### config.mk
export PLATFORM = sky130hd
export DESIGN_NAME = iwrq_ctrl
export DESIGN_NICKNAME = d
export VERILOG_FILES = /design/src/rtl/core/iwrq_pkg.sv /design/src/rtl/core/iwrq_ctrl.sv
export SDC_FILE = /design/constraint.sdc
export NUM_CORES = 1
export LEC_CHECK = 0
export BUFFER_PORTS_ARGS = -buffer_cell sky130_fd_sc_hd__buf_2
export CORE_AREA = 2 2 39 41
export DETAILED_ROUTE_END_ITERATION = 8
export DIE_AREA = 0 0 41 43
export HOLD_SLACK_MARGIN = 0.02
export PLACE_DENSITY = 0.47
export SYNTH_ARGS = -nofsm -noshare
export SYNTH_HDL_FRONTEND = slang
export SYNTH_SLANG_ARGS = --single-unit
### constraint.sdc
create_clock -name aclk -period 2.3 [get_ports aclk]
set_input_delay 0.46 -clock aclk [delete_from_list [all_inputs] [get_ports aclk]]
set_output_delay 0.46 -clock aclk [all_outputs]
set_load 0.01 [all_outputs]
### src/rtl/core/iwrq_pkg.sv
// Shared types, codes and defaults of the instruction window retire queue.
package iwrq_pkg;

    // Default sizes of the window
    localparam int DEF_WINDOW_DEPTH = 128;
    localparam int DEF_ADDR_BITS    = 48;

    // Field widths fixed by the request and result formats
    localparam int OP_W      = 2;
    localparam int CFG_W     = 4;
    localparam int RETIRED_W = 4;
    localparam int OCC_W     = 8;
    localparam int M_DATA_W  = 16;

    // Retire port limit and reset value of the retire width register
    localparam logic [CFG_W-1:0] MAX_RETIRE         = CFG_W'(8);
    localparam logic [CFG_W-1:0] RETIRE_WIDTH_RESET = CFG_W'(4);

    // Request kinds carried on the slave tuser
    typedef enum logic [OP_W-1:0] {
        OP_INSERT   = 2'd0,
        OP_RETIRE   = 2'd1,
        OP_COMPLETE = 2'd2,
        OP_NONE     = 2'd3
    } op_t;

    // Commands from the controller to the datapath
    typedef struct packed {
        logic latch;      // capture the request and prime the counters
        logic insert;     // append an entry at the head if there is room
        logic ret_step;   // retire the tail entry
        logic scan_run;   // advance the address match scan
        logic out_load;   // load the result register
    } iwrq_cmd_t;

    // Status from the datapath to the controller
    typedef struct packed {
        logic ret_ok;     // tail entry may retire in this tick
        logic scan_busy;  // scan still has reads to issue or a read pending
    } iwrq_status_t;

endpackage

### src/rtl/core/iwrq_ctrl.sv
// Request sequencer: accepts a request, steps its work and hands over the result.
module iwrq_ctrl
    import iwrq_pkg::*;
(
    input  logic         aclk,
    input  logic         aresetn,
    input  logic         s_tvalid,
    output logic         s_tready,
    input  logic [OP_W-1:0] s_tuser,
    output logic         m_tvalid,
    input  logic         m_tready,
    output iwrq_cmd_t    cmd,
    input  iwrq_status_t status
);

    typedef enum logic [2:0] {
        ST_IDLE,
        ST_INSERT,
        ST_RETIRE,
        ST_SCAN,
        ST_FINISH
    } state_t;

    state_t state_reg, state_next;
    logic   m_tvalid_reg, m_tvalid_next;
    op_t    op;

    assign op       = op_t'(s_tuser);
    assign s_tready = (state_reg == ST_IDLE);
    assign m_tvalid = m_tvalid_reg;

    // Choose next state and commands
    always_comb begin
        state_next    = state_reg;
        m_tvalid_next = m_tvalid_reg && !m_tready;
        cmd           = '0;
        case (state_reg)
            ST_IDLE: begin
                if (s_tvalid) begin
                    cmd.latch = 1'b1;
                    case (op)
                        OP_INSERT:   state_next = ST_INSERT;
                        OP_RETIRE:   state_next = ST_RETIRE;
                        OP_COMPLETE: state_next = ST_SCAN;
                        default:     state_next = ST_FINISH;
                    endcase
                end
            end
            ST_INSERT: begin
                cmd.insert = 1'b1;
                state_next = ST_FINISH;
            end
            ST_RETIRE: begin
                if (status.ret_ok) begin
                    cmd.ret_step = 1'b1;
                end else begin
                    state_next = ST_FINISH;
                end
            end
            ST_SCAN: begin
                cmd.scan_run = 1'b1;
                if (!status.scan_busy) begin
                    state_next = ST_FINISH;
                end
            end
            ST_FINISH: begin
                if (!m_tvalid_reg || m_tready) begin
                    cmd.out_load  = 1'b1;
                    m_tvalid_next = 1'b1;
                    state_next    = ST_IDLE;
                end
            end
            default: begin
                state_next = ST_IDLE;
            end
        endcase
    end

    // Hold state and the result valid flag
    always_ff @(posedge aclk) begin
        if (!aresetn) begin
            state_reg    <= ST_IDLE;
            m_tvalid_reg <= 1'b0;
        end else begin
            state_reg    <= state_next;
            m_tvalid_reg <= m_tvalid_next;
        end
    end

endmodule
Yosys cells after proc, flatten, opt, wreduce, memory -nomap -nowiden:

Index checks and enable logic that the tools add are counted.

* memories kept: 0
* output and inout port bits: 7
* flip-flop bits (word level): 4
* bits in read-only memories: 0
* bits in latches: 0
* input bits: 8
* bits in writable memories: 0

* bitwise logic cells: 0
* muxes and demuxes: 16
* eq/ne operators: 10
* multiply operators: 0
* $add $sub $neg: 0
* divide/modulo/power cells: 0
* order comparisons: 0
* shift-type cells: 0
* reduce and logical (&&, ||, !) cells: 7

Operators with widths (number)
* 3-bit case mux with 5 select lines: 1
* 3-bit two-way mux: 4
* 1-bit two-way mux: 10
* 3-bit case mux with 3 select lines: 1
* 2-bit inequality test, second input constant: 4
* 3-bit by 2-bit == test with 1-bit output, second input constant: 2
* 4-bit AND reduction: 1
* 3-bit by 1-bit == test with 1-bit output, second input constant: 1
* 3-bit == test, second input constant: 1
* 3-bit logical NOT: 1
* 2-bit by 1-bit == test with 1-bit output, second input constant: 1
* 2-bit == test, second input constant: 1
* 1-bit logical NOT: 2
* 2-bit logical NOT: 1
* 1-bit logical AND: 1
* 1-bit logical OR: 1

Depth between registers and ports, before layout:

Gate-level depths: netlist of run 1.

* word-level depth: 4
* gate-level depth with buffers: 4
* gate-level depth less buffers: 4

Worst setup path before layout of run 1:

No wires, ideal clock.

* path type: register to output
* start: register state_reg[2]
* end: output cmd[4] in the netlist's numbering
* setup slack: 0.807 ns
* data required time: 1.840 ns
* cell stages (with the launch flop): 4
* data arrival time: 1.033 ns
* path buffers: 1
* cell sequence: dfxtp_1 > clkbuf_1 > nor3_1 > and2_1

RTL lines
* start, declared: line iwrq_ctrl.sv:24 `state_t state_reg, state_next;`
* start signal, assigned: line iwrq_ctrl.sv:85 `state_reg <= state_next;`
* end, declared: line iwrq_ctrl.sv:12 `output iwrq_cmd_t cmd,`

==> results of run 1 <==
-- final cells by class --
cell class | instances | area [sq um]
clock buffer | 3 | 22.5
fill | 163 | 987
inverter | 3 | 11.3
multi-input combinational | 25 | 193
sequential | 4 | 80.1
tap | 16 | 20.0
timing repair buffer | 14 | 70.1
-- cell usage after synthesis (2+ instances only) --
cell type and n:
nor2_1 3, nor3_1 2, ha_1 3, nor4_1 2
inv_1 3, a21oi_1 2, dfxtp_1 4
-- worst register-to-register path: stages (launching register included) --
cell	delay [ns]
dfxtp_1	0.48
mux2_4	0.34
a211o_1	0.30
a211oi_2	0.20
-- stage by stage --
stage	cells	setup WS (ns)	hold slack (ns)
floorplan	35	0.807	0.523
global placement	62	0.832	0.629
detailed placement	62	0.816	0.623
CTS	65	0.634	0.525
global route	65	0.536	0.544
finish	65	0.650	0.513
-- report_power, final --
part | internal (mW) | leakage [nW] | switching [mW] | total (mW)
Sequential | 0.0750 | 0.0327 | 0.0101 | 0.0851
Combinational | 0.0291 | 0.151 | 0.0268 | 0.0560
Clock | 0.0586 | 0.0138 | 0.0323 | 0.0909
Total | 0.163 | 0.197 | 0.0692 | 0.232
-- kinds of logic (layout without fill, tap and decap cells) --
family	after synthesis	in the layout
AOI/OAI and AO/OA	6	6
muxes	1	1
DFF	4	4
and+or+nand+nor	15	15
buffers and inverters	6	20
adders and majority gates	3	3
-- worst paths after layout --
path | start | end | slack [ns] | cells past startpoint
max | state_reg[1] | cmd[0] | 0.65 | 4
min | aresetn | m_tvalid | 0.51 | 3
max reg2reg | state_reg[0] | state_reg[2] | 0.91 | 3
min reg2reg | state_reg[2] | state_reg[2] | 0.63 | 2
-- placed cells by master (no fill, tap or decap) --
cell / synthesis / routed
buf_2: 1 / 14
dfxtp_1: 4 / 4
inv_1: 3 / 3
nor2_1: 3 / 3
ha_1: 3 / 3
clkbuf_4: 0 / 3
nor3_1: 2 / 2
a21oi_1: 2 / 2
nor4_1: 2 / 2
and3b_2: 1 / 1
nor3b_1: 1 / 1
and4bb_2: 1 / 1
nand2_1: 1 / 1
nor2b_1: 1 / 1
and2_1: 1 / 1
nand4b_1: 1 / 1
o211ai_1: 1 / 1
nand3_1: 1 / 1
mux2_4: 1 / 1
a211o_1: 1 / 1
a211oi_2: 1 / 1
a22oi_1: 1 / 1
-- layer usage --
metal	wire length, um	GRT usage (%)	up-vias
li1	-	-	154
met1	289	11.8	128
met2	267	10.9	10
met4	15	8.00	0
met3	38	3.14	2
met5	0	0	-
==> metrics.txt, run 1 <==
CP bufs+invs=1; compound-gate portion of the synthesized area=between 15 and 20%; number of flops mapped to enable cells by yosys=0; vias=about 300; antenna violations before repair=0; main combinational cell family by area after synthesis=simple AND/OR/NAND/NOR gates; fin. max-slew vios=0; Post-DP HPWL=485 um; Post-Syn Area per Cell=about 8.7 sq um; #FFs+latches synth=4; top_reg_cell synth=dfxtp_1; adder-cell share of the synthesized area=between 10% and 20%; CP delay by family, top=simple AND/OR/NAND/NOR gates; max reg flops=3; CP max-delay cell=dfxtp_1; residual overflow from global routing=0; Worst VDD drop=0.000163 V; WL/cell=9.40 um; Core Area=1380 sq um; Cell Area, Synth=between 300 and 400 sq um; Clk Latency, worst-skew pair=0.24 ns; Yosys top cell by area=dfxtp_1; actual slew at the worst max-slew pin=0.407 ns; die area=between 1500 and 2000 sq um; vias per cell=4.52; post-synthesis xor/xnor area fraction=0%; status=complete, no violations; mux cell area share after synthesis=4.94%; CTS tree=done; Fin. Hold Viols=0; htree depth=1; min-delay worst type=in -> reg; DRT Pass-1 Iters=2; Worst path most repeated cell=nor2_1; final worst-path cycle share=71.7%; Post-Route WL=611 um; ant diodes=0; total CTS buffers=3; layout cells sized above 1=42.9%; post-CTS setup buffers=0; DRC=0; Finished Cell Area=397 sq um; Starting Density=between 20% and 30%; Area Overhead vs Synth=30.5%; WP data required=1.84 ns; synth unique cells=23; Post-Syn Nets=46; CTS root buffer=clkbuf_4; unrepaired setup endpoints after global routing=no; overall power=0.232 mW; number of max-cap violations=0; Die Span Y=43 um; crit path capture type=output port; final antenna-violating net count=0; post-synth top area share=26.3%; CP max FO=10; Lkg Pwr=0.197 nW; max incr delay on CP=0.38 ns; die width=41 um; # rows=14; sequential share of the synthesized area=26.3%; Iter 0 DRT Violations=1; Synth Instances=35; hold buffers post-CTS=0; placed cell area=374 sq um; clock sinks=4; startpoint class of the critical path=flop; largest cells by area after synthesis=dfxtp_1 26%, ha_1 12%, mux2_4 4.9%, a211oi_2 4.1%, and4bb_2 4.1%; gr usage total=9.02%; Layout Skew=~0.0053 ns; cell-by-cell trace of the critical path=nor2_1, nand2_1, nor2_1, buf_2; post-layout net count=62; worst setup path category=reg -> out; CTS resizes=0; Yosys Warn Count=0; Clock Path Buffers=2; largest net degree at the start of global routing=12; Port Buffers=14; Post-synth ARST share=0%; first-pass GRT wire length=1010 um; vias in the first global route=246; fmax=606 MHz; Worst slew margin=between 70% and 80%; final-report setup violation count=0; Worst-path clk slew=around 0.040 ns; pwr dens=585 nW/um^2; GP Congestion=a little under 0.6; Data arrival, critical path=1.19 ns; Finished Core Util=28.7%; setup TNS=0 ns; Synth Area in Simple Gates=between 30% and 40%; I/O pins=15; fin crit period=1.65 ns
Power figures use the tool's default switching activity.
==> run 2: changes to the inputs <==
- clock period: 2.3 -> 1.6 ns (I/O delays scaled with it)
==> metrics.txt, run 2 (synthesis gave the netlist of run 1 again) <==
Fin. Hold Viols=0 (unchanged); Data arrival, critical path=1.20 ns (about the same); pwr dens=841 nW/um^2 (+44%); worst r2r dst=state_reg[2]; CTS resizes=0 (unchanged); worst setup path category=reg -> out; residual overflow from global routing=0 (unchanged); Area Overhead vs Synth=30.5% (unchanged); post-layout net count=62 (unchanged); Hold EP=state_reg[0]; setup slack, reg-to-reg=0.21 ns (-0.70 ns); Min-Delay Path Depth=3 (unchanged); Starting Density=22.0% (unchanged); layout cells sized above 1=42.9% (unchanged); largest net degree at the start of global routing=12 (unchanged); # rows=14 (unchanged); die width=41 um (unchanged); Iter 0 DRT Violations=2 (+1); final antenna-violating net count=0 (unchanged); Worst VDD drop=0.000182 V (+12%); Setup WS pre-CTS=0.240 ns (-0.576 ns); min-delay worst type=in -> reg; hold wc startpoint=aresetn; vias per cell=4.40 (-2.7%); CP max FO=10 (unchanged); Die Span Y=43 um (unchanged); first-pass GRT wire length=1020 um (+1.4%); clock sinks=4 (unchanged); Final Worst Setup Slack=0.0798 ns (-0.571 ns); Post-DP HPWL=491 um (+1.3%); I/O pins=15 (unchanged); Worst path most repeated cell=nor2_1; CTS tree=done; startpoint class of the critical path=flop; Worst slew margin=71.4% (-1.2 points); vias in the first global route=250 (+1.6%); Clk Latency, worst-skew pair=0.24 ns (about the same); CP delay by family, top=simple AND/OR/NAND/NOR gates; number of max-cap violations=0 (unchanged); CP max-delay cell=dfxtp_1; final-report setup violation count=0 (unchanged); hold buffers post-CTS=0 (unchanged); antenna violations before repair=0 (unchanged); Finished Core Util=28.7% (unchanged); setup TNS=0 ns (unchanged); DRT Pass-1 Iters=2 (unchanged); CP bufs+invs=1 (unchanged); Core Area=1380 sq um (unchanged); actual slew at the worst max-slew pin=0.425 ns (+0.0181 ns); GP Congestion=0.584 (-1.1%); Post-Route WL=675 um (+10%); vias=286 (-2.7%); most common cell after layout, fill and taps aside=buf_2; fin crit period=1.52 ns; most frequent cells in the layout=14 x buf_2, 4 x dfxtp_1; unrepaired setup endpoints after global routing=no; Lkg Pwr=0.197 nW (unchanged); Clock Path Buffers=2 (unchanged); DRC=0 (unchanged); ant diodes=0 (unchanged); R2R Path Start=state_reg[0]; gr usage total=9.23% (+0.21 points); crit path capture type=output port; max reg flops=3 (unchanged); die area=1760 sq um (unchanged); fmax=658 MHz; WP data required=1.28 ns (-0.56 ns); worst hold slack=0.382 ns (-0.130 ns); cell-by-cell trace of the critical path=nor2_1, nand2_1, nor2_1, buf_2; CTS root buffer=clkbuf_4; max incr delay on CP=0.39 ns (about the same); r2r worst-path depth=3 (unchanged); Worst-path clk slew=0.04 ns (about the same); total CTS buffers=3 (unchanged); Layout Skew=0.00469 ns (-0.000655 ns); status=complete, no violations; final worst-path cycle share=95.0%; fin. max-slew vios=0 (unchanged); htree depth=1 (unchanged); post-CTS setup buffers=0 (unchanged); WL/cell=10.4 um (+10%); Port Buffers=14 (unchanged)
-- run 2: cell counts in the layout (fill, tap and decap cells not counted) --
No cell type changed its count.
-- run 2: report_power, final --
group	switching [mW]	internal, mW
sequential	0.0149	0.108
clock	0.0437	0.0841
combinational	0.0410	0.0421
total	0.0996	0.234
-- run 2: worst max path at each step --
stage                 start      endpoint  slack, ns  cells after the start
5_1_grt        state_reg[1]        cmd[0]      0.009                      4
3_5_place_dp   state_reg[0]  state_reg[2]       0.24                      3
6_report       state_reg[1]        cmd[0]       0.08                      4
3_3_place_gp   state_reg[0]  state_reg[2]       0.24                      3
4_1_cts        state_reg[1]        cmd[0]       0.06                      4
2_1_floorplan  state_reg[2]        cmd[4]       0.25                      3
-- run 2: layer usage --
layer  part of all wire (%)  vias up  GRT usage [%]
met3                    5.5        2           3.14
met2                     47        8           10.9
met4                    1.8        0           10.0
li1                       -      152              -
met5                      0        -              0
met1                     46      124           11.5
-- run 2: area by class of cell --
cell class,instances,area [sq um]
Fill cell,157,987
Inverter,3,11.3
Multi-Input combinational cell,25,193
Timing Repair Buffer,14,70.1
Sequential cell,4,80.1
Tap cell,16,20.0
Clock buffer,3,22.5
-- run 2: worst register-to-register path: stages, from the launching register on --
cell and delay (ns):
dfxtp_1 0.47, mux2_4 0.34, a211o_1 0.30, a211oi_2 0.20
-- run 2: metrics by stage --
| stage | cells | total power, mW | area, sq um |
|---|---|---|---|
| 2_1_floorplan | 35 | 0.179 | 304 |
| 3_5_place_dp | 62 | 0.207 | 374 |
| 4_1_cts | 65 | 0.344 | 397 |
| 3_3_place_gp | 62 | 0.207 | 374 |
| 5_1_grt | 65 | 0.364 | 397 |
| 6_report | 65 | 0.334 | 397 |
